## src/hdl/skt_pkg.sv

```systemverilog
`timescale 1ns / 1ps

package skt_pkg;

	// Table geometry.
	localparam int DEPTH       = 16;
	localparam int KEY_WIDTH   = 32;
	localparam int VALUE_WIDTH = 32;
	localparam int POS_WIDTH   = $clog2(DEPTH);
	localparam int CNT_WIDTH   = $clog2(DEPTH + 1);

	typedef enum logic [1:0] {
		OP_LOOKUP   = 2'd0,
		OP_INSERT   = 2'd1,
		OP_DELETE   = 2'd2,
		OP_RESERVED = 2'd3
	} opcode_t;

	typedef enum logic [1:0] {
		ST_OK        = 2'd0,
		ST_NOT_FOUND = 2'd1,
		ST_FULL      = 2'd2,
		ST_DUPLICATE = 2'd3
	} status_t;

	typedef enum logic [1:0] {
		S_IDLE,
		S_COMPARE,
		S_UPDATE
	} state_t;

	// Broadcast from the controller to every cell of the row.
	typedef struct packed {
		logic                        compare;
		logic                        insert;
		logic                        remove;
		logic signed [KEY_WIDTH-1:0] key;
		logic [VALUE_WIDTH-1:0]      value;
	} cell_ctrl_t;

endpackage

```

## src/hdl/sorted_key_table_core.sv

```systemverilog
`timescale 1ns / 1ps

// Sorted key table. Holds up to 16 unique signed 32-bit keys in ascending
// order, each with a 32-bit value, in a row of cells that each own one slot.
// An item asks for a lookup, an insert or a delete and always yields exactly
// one result with a status, the found value, the sorted position and the entry
// count after the operation. The item is captured at its input transfer. In
// the next cycle every cell compares its key with the item's key in parallel.
// In the update step after that, the position is counted from the compare
// flags and the row shifts its entries up or down by one slot in a single
// step, while the result is loaded into the output register. The block then
// returns to idle and takes the next item only there, never before it is
// through with the last one. While a result waits in the output register,
// one more item can be taken and compared; it then holds in its update
// step, and the input side stays stalled, until the output register frees.
// The capacity register may lower the number of entries allowed below 16;
// the user must write it only while the table is idle; the block itself
// does not enforce this.
module sorted_key_table_core (
	input  logic                                   clk,
	input  logic                                   arst_n,

	input  logic                                   in_valid,
	output logic                                   in_stall,
	input  logic [1:0]                             opcode,
	input  logic signed [skt_pkg::KEY_WIDTH-1:0]   key,
	input  logic [skt_pkg::VALUE_WIDTH-1:0]        value,

	output logic                                   out_valid,
	input  logic                                   out_stall,
	output logic [1:0]                             status,
	output logic [skt_pkg::VALUE_WIDTH-1:0]        found_value,
	output logic [skt_pkg::POS_WIDTH-1:0]          position,
	output logic [skt_pkg::CNT_WIDTH-1:0]          entry_count,

	input  logic                                   cfg_valid,
	output logic                                   cfg_ready,
	input  logic [skt_pkg::CNT_WIDTH-1:0]          capacity_limit
);

	localparam int DEPTH = skt_pkg::DEPTH;
	localparam int CW    = skt_pkg::CNT_WIDTH;
	localparam int PW    = skt_pkg::POS_WIDTH;
	localparam int KW    = skt_pkg::KEY_WIDTH;
	localparam int VW    = skt_pkg::VALUE_WIDTH;

	skt_pkg::state_t  state_q, state_next;

	// Captured item.
	skt_pkg::opcode_t       op_q;
	logic signed [KW-1:0]   key_q;
	logic [VW-1:0]          value_q;

	logic [CW-1:0]          count_q;
	logic [CW-1:0]          cap_q;

	// Output register.
	logic                   out_valid_q;
	skt_pkg::status_t       status_q;
	logic [VW-1:0]          found_q;
	logic [PW-1:0]          pos_q;
	logic [CW-1:0]          cnt_out_q;

	// Cell row.
	skt_pkg::cell_ctrl_t    ctrl;
	logic [DEPTH-1:0]       lt_vec;
	logic [DEPTH-1:0]       eq_vec;
	logic [DEPTH-1:0]       occupied;
	logic signed [KW-1:0]   cell_key   [DEPTH];
	logic [VW-1:0]          cell_value [DEPTH];

	// Result of the update step.
	logic                   out_free;
	logic                   fire;
	logic [CW-1:0]          idx;
	logic                   hit;
	logic [CW-1:0]          limit;
	logic [VW-1:0]          hit_value;
	skt_pkg::status_t       res_status;
	logic [VW-1:0]          res_value;
	logic [PW-1:0]          res_pos;
	logic [CW-1:0]          res_count;
	logic                   ins_go;
	logic                   del_go;
	logic                   in_take;

	assign cfg_ready = 1'b1;
	assign in_take   = in_valid && !in_stall;
	assign out_free  = !out_valid_q || !out_stall;
	assign fire      = (state_q == skt_pkg::S_UPDATE) && out_free;

	// Next state.
	always_comb begin
		state_next = state_q;
		unique case (state_q)
			skt_pkg::S_IDLE: begin
				if (in_valid) begin
					state_next = skt_pkg::S_COMPARE;
				end
			end
			skt_pkg::S_COMPARE: begin
				state_next = skt_pkg::S_UPDATE;
			end
			skt_pkg::S_UPDATE: begin
				if (out_free) begin
					state_next = skt_pkg::S_IDLE;
				end
			end
			default: begin
				state_next = skt_pkg::S_IDLE;
			end
		endcase
	end

	// State outputs: the input side is open only while idle, and the cells
	// are told what to do from the captured item.
	always_comb begin
		in_stall     = 1'b1;
		ctrl.compare = 1'b0;
		ctrl.insert  = 1'b0;
		ctrl.remove  = 1'b0;
		ctrl.key     = key_q;
		ctrl.value   = value_q;
		unique case (state_q)
			skt_pkg::S_IDLE: begin
				in_stall = 1'b0;
			end
			skt_pkg::S_COMPARE: begin
				ctrl.compare = 1'b1;
			end
			skt_pkg::S_UPDATE: begin
				ctrl.insert = out_free && ins_go;
				ctrl.remove = out_free && del_go;
			end
			default: begin
				in_stall = 1'b1;
			end
		endcase
	end

	always_ff @(posedge clk or negedge arst_n) begin
		if (!arst_n) begin
			state_q <= skt_pkg::S_IDLE;
		end else begin
			state_q <= state_next;
		end
	end

	// The captured item is payload and needs no reset.
	always_ff @(posedge clk) begin
		if (in_take) begin
			op_q    <= skt_pkg::opcode_t'(opcode);
			key_q   <= key;
			value_q <= value;
		end
	end

	always_ff @(posedge clk or negedge arst_n) begin
		if (!arst_n) begin
			cap_q <= CW'(DEPTH);
		end else if (cfg_valid && cfg_ready) begin
			cap_q <= capacity_limit;
		end
	end

	// The row of cells. A slot is occupied while its index is below the
	// entry count; slots at or above the count are never compared as hits.
	for (genvar g = 0; g < DEPTH; g++) begin : g_cell
		logic                 left_lt;
		logic signed [KW-1:0] left_key;
		logic [VW-1:0]        left_value;
		logic signed [KW-1:0] right_key;
		logic [VW-1:0]        right_value;

		assign occupied[g] = CW'(g) < count_q;

		if (g == 0) begin : g_first
			assign left_lt    = 1'b1;
			assign left_key   = key_q;
			assign left_value = value_q;
		end else begin : g_inner_left
			assign left_lt    = lt_vec[g-1];
			assign left_key   = cell_key[g-1];
			assign left_value = cell_value[g-1];
		end

		if (g == DEPTH - 1) begin : g_last
			assign right_key   = cell_key[g];
			assign right_value = cell_value[g];
		end else begin : g_inner_right
			assign right_key   = cell_key[g+1];
			assign right_value = cell_value[g+1];
		end

		skt_cell u_cell (
			.clk         (clk),
			.ctrl        (ctrl),
			.occupied    (occupied[g]),
			.left_lt     (left_lt),
			.left_key    (left_key),
			.left_value  (left_value),
			.right_key   (right_key),
			.right_value (right_value),
			.lt          (lt_vec[g]),
			.eq          (eq_vec[g]),
			.key         (cell_key[g]),
			.value       (cell_value[g])
		);
	end

	// Keys are unique, so at most one cell flags a hit and its value can be
	// gathered with a plain OR across the row.
	always_comb begin
		hit_value = '0;
		for (int i = 0; i < DEPTH; i++) begin
			if (eq_vec[i]) begin
				hit_value = hit_value | cell_value[i];
			end
		end
	end

	// The smaller-than flags form a run from slot zero, so the insertion
	// point is simply how many of them are set.
	assign idx   = CW'($countones(lt_vec));
	assign hit   = |eq_vec;
	assign limit = (cap_q > CW'(DEPTH)) ? CW'(DEPTH) : cap_q;

	always_comb begin
		res_status = skt_pkg::ST_OK;
		res_value  = '0;
		res_pos    = '0;
		res_count  = count_q;
		ins_go     = 1'b0;
		del_go     = 1'b0;
		unique case (op_q)
			skt_pkg::OP_LOOKUP: begin
				if (hit) begin
					res_value = hit_value;
					res_pos   = idx[PW-1:0];
				end else begin
					res_status = skt_pkg::ST_NOT_FOUND;
				end
			end
			skt_pkg::OP_INSERT: begin
				// A full table is reported ahead of a duplicate key.
				priority if (count_q >= limit) begin
					res_status = skt_pkg::ST_FULL;
				end else if (hit) begin
					res_status = skt_pkg::ST_DUPLICATE;
				end else begin
					ins_go    = 1'b1;
					res_pos   = idx[PW-1:0];
					res_count = count_q + CW'(1);
				end
			end
			skt_pkg::OP_DELETE: begin
				if (hit) begin
					del_go    = 1'b1;
					res_pos   = idx[PW-1:0];
					res_count = count_q - CW'(1);
				end else begin
					res_status = skt_pkg::ST_NOT_FOUND;
				end
			end
			skt_pkg::OP_RESERVED: begin
				res_status = skt_pkg::ST_OK;
			end
			default: begin
				res_status = skt_pkg::ST_OK;
			end
		endcase
	end

	always_ff @(posedge clk or negedge arst_n) begin
		if (!arst_n) begin
			count_q     <= '0;
			out_valid_q <= 1'b0;
		end else begin
			if (fire) begin
				count_q     <= res_count;
				out_valid_q <= 1'b1;
			end else if (out_valid_q && !out_stall) begin
				out_valid_q <= 1'b0;
			end
		end
	end

	always_ff @(posedge clk) begin
		if (fire) begin
			status_q  <= res_status;
			found_q   <= res_value;
			pos_q     <= res_pos;
			cnt_out_q <= res_count;
		end
	end

	assign out_valid   = out_valid_q;
	assign status      = status_q;
	assign found_value = found_q;
	assign position    = pos_q;
	assign entry_count = cnt_out_q;

`ifndef SYNTHESIS
	// The row stays sorted: smaller-than flags form a run from slot zero.
	assert property (@(posedge clk) disable iff (!arst_n)
		state_q == skt_pkg::S_UPDATE |-> ((lt_vec + DEPTH'(1)) & lt_vec) == '0)
		else $error("compare flags of the cell row are not a contiguous run");

	// Keys are unique, so no more than one cell may hit.
	assert property (@(posedge clk) disable iff (!arst_n)
		state_q == skt_pkg::S_UPDATE |-> $onehot0(eq_vec))
		else $error("more than one cell reports a key match");

	// A cell cannot be both smaller than and equal to the key.
	assert property (@(posedge clk) disable iff (!arst_n)
		state_q == skt_pkg::S_UPDATE |-> (lt_vec & eq_vec) == '0)
		else $error("cell reports both smaller and equal");

	// A successful insert grows the table by exactly one entry.
	assert property (@(posedge clk) disable iff (!arst_n)
		fire && ins_go |=> count_q == $past(count_q) + CW'(1))
		else $error("entry count did not follow an insert");

	// The entry count never exceeds the row length.
	assert property (@(posedge clk) disable iff (!arst_n)
		count_q <= CW'(DEPTH))
		else $error("entry count beyond table depth");
`endif

endmodule

```

## src/hdl/skt_cell.sv

```systemverilog
`timescale 1ns / 1ps

// One slot of the sorted row. It compares its key with the broadcast key and,
// on an insert or a delete, takes the entry of its left or right neighbor.
module skt_cell (
	input  logic                                 clk,
	input  skt_pkg::cell_ctrl_t                  ctrl,
	input  logic                                 occupied,
	input  logic                                 left_lt,
	input  logic signed [skt_pkg::KEY_WIDTH-1:0] left_key,
	input  logic [skt_pkg::VALUE_WIDTH-1:0]      left_value,
	input  logic signed [skt_pkg::KEY_WIDTH-1:0] right_key,
	input  logic [skt_pkg::VALUE_WIDTH-1:0]      right_value,
	output logic                                 lt,
	output logic                                 eq,
	output logic signed [skt_pkg::KEY_WIDTH-1:0] key,
	output logic [skt_pkg::VALUE_WIDTH-1:0]      value
);

	logic signed [skt_pkg::KEY_WIDTH-1:0] key_q;
	logic [skt_pkg::VALUE_WIDTH-1:0]      value_q;
	logic                                 lt_q;
	logic                                 eq_q;

	always_ff @(posedge clk) begin
		if (ctrl.compare) begin
			lt_q <= occupied && (key_q < ctrl.key);
			eq_q <= occupied && (key_q == ctrl.key);
		end
		// Slots holding smaller keys keep their entry; the first larger slot
		// takes the new entry and every slot above it takes its left neighbor.
		if (ctrl.insert && !lt_q) begin
			if (left_lt) begin
				key_q   <= ctrl.key;
				value_q <= ctrl.value;
			end else begin
				key_q   <= left_key;
				value_q <= left_value;
			end
		end
		// The hit slot and everything above it take the right neighbor.
		if (ctrl.remove && !lt_q) begin
			key_q   <= right_key;
			value_q <= right_value;
		end
	end

	assign lt    = lt_q;
	assign eq    = eq_q;
	assign key   = key_q;
	assign value = value_q;

endmodule

```

## config.mk

```make
export PLATFORM = sky130hd
export DESIGN_NAME = sorted_key_table_core
export DESIGN_NICKNAME = d
export VERILOG_FILES = /design/src/hdl/skt_pkg.sv /design/src/hdl/sorted_key_table_core.sv /design/src/hdl/skt_cell.sv
export SDC_FILE = /design/constraint.sdc
export NUM_CORES = 2
export LEC_CHECK = 0
export BUFFER_PORTS_ARGS = -buffer_cell sky130_fd_sc_hd__buf_2
export CAP_MARGIN = 20
export CELL_PAD_IN_SITES_DETAIL_PLACEMENT = 1
export CELL_PAD_IN_SITES_GLOBAL_PLACEMENT = 1
export CORE_UTILIZATION = 35
export DETAILED_ROUTE_END_ITERATION = 6
export GPL_TIMING_DRIVEN = 0
export HOLD_SLACK_MARGIN = 0.15
export PLACE_DENSITY = 0.71
export SYNTH_ARGS = -nofsm -noshare
export SYNTH_HDL_FRONTEND = slang
export SYNTH_SLANG_ARGS = --single-unit
```

## constraint.sdc

```tcl
create_clock -name clk -period 8.45 [get_ports clk]
set_clock_uncertainty 0.15 [all_clocks]
set_input_delay 0.4225 -clock clk [delete_from_list [all_inputs] [get_ports clk]]
set_output_delay 0.4225 -clock clk [all_outputs]
set_load 0.02 [all_outputs]
```

==> results summary <==
Counting I/O delays and the setup requirement, the final critical path takes 5.81 ns. The number of enable-type register cells in the synthesized netlist came out at 1165. The x dimension of the die is 452 µm. The commonest register cell after synthesis is sky130_fd_sc_hd__edfxtp_1. The arrival time at the worst endpoint came out at 6.20 ns. The clock net in this run drives a total of 1178 sinks. Setup repair after global routing left no endpoint under its margin. The area of the die is 0.205 mm². The number of hold buffers added after CTS is 135. The minimum setup slack in the final design came out at 2.64 ns.

The number of buffers added by the clock tree synthesis step came out at 145. The CTS clock-pin slew for the worst setup and hold paths came out at 0.06 ns. The type of the worst setup path is reg -> reg. The total core area came out at 0.200 mm². Once the floorplan was initialized, standard cells occupied 35.4% of the core.

The summed instance area of the synthesized netlist is 0.0710 mm². The layout-stage area growth over the synthesis result came out at 17.5%. The overall global routing resource usage is 30.9%. The library cell used as clock root buffer is sky130_fd_sc_hd__clkbuf_16. The H-tree depth reported by CTS is 4.

The distinct cell type count of the synthesized netlist came out at 75. In this run the deepest clock path goes through 3 buffers. After the last flow step, the layout net total stands at 7575. The leakage power of the design came out at 0.0307 µW. The number of antenna violations at the first check in global routing came to 33. Leaving out fill and tap cells, the most frequent cells in the layout are sky130_fd_sc_hd__edfxtp_1, sky130_fd_sc_hd__nand2_1, sky130_fd_sc_hd__mux2i_1.

Measured along the y axis, the die boundary spans 452 µm. The utilization after layout is 41.6%. The synthesized instance count is 6426. In this run the register-to-register setup slack is 2.64 ns.

The maximum VDD drop is 0.239 mV. Of all flip-flops after synthesis, the portion carrying an async set or reset was 1.10%. Based on the critical path, the design can be clocked at up to 172 MHz. The setup total negative slack came out at 0 ns. The final wirelength came out at 324000 µm. The detailed-route vias per instance is 6.27. The startpoint identified for the worst hold timing path is key[27]. The sum of overflow across all layers after global routing is 0. Counting instances, the worst hold path has a depth of 2. The count of unresolved DRC violations after routing is 0. The placement row count came out at 164. The average wire per standard cell is 33.2 µm. The worst register-to-register path begins at g_cell[5].u_cell.lt. The violation count after the first detailed-routing iteration came out at 8118.

The clock tree from TritonCTS is built. The kind of capture point of the worst setup path is a flop. The first TritonRoute pass finished after 7 iterations. The residual antenna-violating net count after detailed routing is 0. The setup violation total in the final timing report is 0. The clock latency on the worst-skew pair is 0.84 ns. Entering global routing, the biggest net connects 31 pins. STA classifies the critical path startpoint as a flop. The worst pin sits at a relative slew slack of 2.92%. Before CTS, the worst setup slack after placement is 2.71 ns. The number of max-cap violations came out at 0. The number of global-route vias before repair was 62.1k.

The synthesis warning total is 0. The sum of internal, switching and leakage power is 19400 µW. The run finished with clean final reports. The endpoint of the worst-slack reg-to-reg timing path is position[3]. The worst hold path endpoint is g_cell[0].left_key[27]. The number of I/O pins is 122.

In this run, post-CTS repair resized a total of 0 instances. The post-synthesis register bit count is 1178. The final critical path takes up 68.8% of the cycle. The critical path data required time is 8.84 ns.

In the final layout, the share of cells above drive strength 1 is 9.80%. Leaving out fill and tap cells, the most frequent cell in the layout is sky130_fd_sc_hd__edfxtp_1. The worst-case reg-to-reg path depth is 14. The setup fix buffers added after clock tree synthesis came out at 0. Fill cells in the final layout number 21.7k.

The global-route wire length before repair is 453000 µm. The number of failing hold endpoints at the final stage came out at 0. The tightest min-delay check is of the in -> reg type. The final max-slew violation count came to 0. The fraction of the yosys area taken by sequential cells came out at 49.8%. When the netlist entered floorplanning its net count stood at 7041. The slew at the pin closest to its max-slew limit came out at 1.44 ns. The count of buffers added on input and output ports is 120. For this block, the via count after detailed routing is 61.1k. The average instance area after synthesis is 11.0 µm². The final weighted congestion in routability-driven placement came out at 1.00. The final HPWL from detailed placement is 247000 µm. The peak fanout along the critical path came out at 10. In this run the power density over the cells is 233 mW/mm².
per-stage QoR:
step	hold slack (ns)	area [µm²]	std cells
global route	0.193	83300	9730
global placement	0.174	74900	9202
finish	0.189	83400	9745
detailed placement	0.189	77200	9321
CTS	0.157	83200	9715
floorplan	-0.0231	71000	6426
how the worst max path moves through the flow:
stage | startpoint | end | slack (ns)
floorplan | out_valid | g_cell[15].u_cell.key[0] | 2.22
global placement | state_q[0] | g_cell[15].u_cell.key[18] | -2.88
detailed placement | g_cell[5].u_cell.lt | position[3] | 2.71
CTS | g_cell[5].u_cell.lt | position[3] | 2.73
global route | g_cell[5].u_cell.lt | position[3] | 2.56
finish | g_cell[5].u_cell.lt | position[3] | 2.64
metal layers:
layer | up-vias | wire [µm] | global-route usage, %
met1 | 30800 | 121000 | 38.2
li1 | 25500 | - | -
met3 | 1053 | 37900 | 9.20
met4 | 22 | 21800 | 17.8
met2 | 3700 | 143000 | 47.7
met5 | - | 249 | 0.280
cell usage after synthesis (all sizes together), types with 3 or more instances:
cell type | number | share of area [%]
nor2b | 25 | 0.22
a41oi | 4 | 0.049
nor4b | 3 | 0.037
a211o | 5 | 0.062
edfxtp | 1165 | 49
o31ai | 6 | 0.063
inv | 92 | 0.49
fa | 10 | 0.28
nand4 | 105 | 0.93
a22oi | 65 | 0.69
a221oi | 106 | 1.3
a221o | 6 | 0.085
or2 | 5 | 0.044
a21o | 45 | 0.48
buf | 134 | 1.1
a2111oi | 8 | 0.099
or3 | 3 | 0.026
o211ai | 25 | 0.27
and3 | 45 | 0.40
a21boi | 6 | 0.063
dfrtp | 12 | 0.42
or4 | 3 | 0.032
nor3 | 22 | 0.16
ha | 529 | 9.3
nand2b | 11 | 0.097
o21ai | 1009 | 7.1
o21a | 12 | 0.13
o21bai | 3 | 0.032
mux2i | 900 | 13
and4 | 15 | 0.19
a22o | 97 | 1.2
clkbuf | 324 | 1.7
a21oi | 220 | 1.6
a31oi | 42 | 0.37
o41ai | 3 | 0.037
a211oi | 13 | 0.14
nand2 | 1038 | 5.5
nor2 | 107 | 0.57
nand3b | 3 | 0.032
mux2 | 109 | 1.7
nor4 | 22 | 0.23
nor3b | 5 | 0.053
nand3 | 35 | 0.25
final cells by class:
class / instances / area [µm²] / share of cell area, %
buffer: 458 / 2030 / 2.44
inverter: 92 / 345 / 0.414
tap: 2656 / 3320 / 3.99
timing repair buffer: 387 / 4190 / 5.02
multi-input combinational: 4698 / 33500 / 40.1
sequential: 1178 / 35300 / 42.4
antenna: 17 / 42.5 / 0.0510
clock inverter: 88 / 861 / 1.03
clock buffer: 171 / 3790 / 4.55
report_power, final:
group          total [µW]  switching, µW  internal (µW)
clock network        6370           2770           3610
registers            7410            349           7060
logic                5620           3650           1970
kinds of logic (layout without fill, tap and decap cells):
family          Yosys count  after routing  share of synthesized area, %
compound gates         1695           1695                          14.0
xor+xnor                  2              2                        0.0247
fa+ha+maj               539            539                          9.61
buf+inv                 550           1196                          3.34
flops                  1178           1178                          49.8
mux                    1009           1009                          14.4
other cells               1             18                       0.00529
simple gates           1452           1452                          8.81
flip-flops by register name, summed over array words and instances (netlist names):
register             count
g_cell.left_key         32
state_q                  2
found_value             32
out_valid                1
cap_q                    5
count_q                  5
g_cell.u_cell.eq        16
status                   2
entry_count              5
g_cell.u_cell.lt        16
position                 4
g_cell.u_cell.value    512
op_q                     2
g_cell.u_cell.key      512
g_cell.left_value       32
critical path, cell delays in order, from the launching register on:
cell and delay (ns):
sky130_fd_sc_hd__edfxtp_1 0.32, sky130_fd_sc_hd__clkbuf_1 0.20, sky130_fd_sc_hd__buf_2 0.55, sky130_fd_sc_hd__buf_1 0.92
sky130_fd_sc_hd__inv_1 0.20, sky130_fd_sc_hd__fa_1 0.53, sky130_fd_sc_hd__fa_1 0.38, sky130_fd_sc_hd__inv_1 0.11
sky130_fd_sc_hd__fa_1 0.47, sky130_fd_sc_hd__fa_1 0.54, sky130_fd_sc_hd__ha_1 0.32, sky130_fd_sc_hd__a21o_1 0.16
sky130_fd_sc_hd__a21oi_1 0.21, sky130_fd_sc_hd__xor2_1 0.35, sky130_fd_sc_hd__nor2_1 0.12
Note: power is estimated with default switching activity, not from simulation.
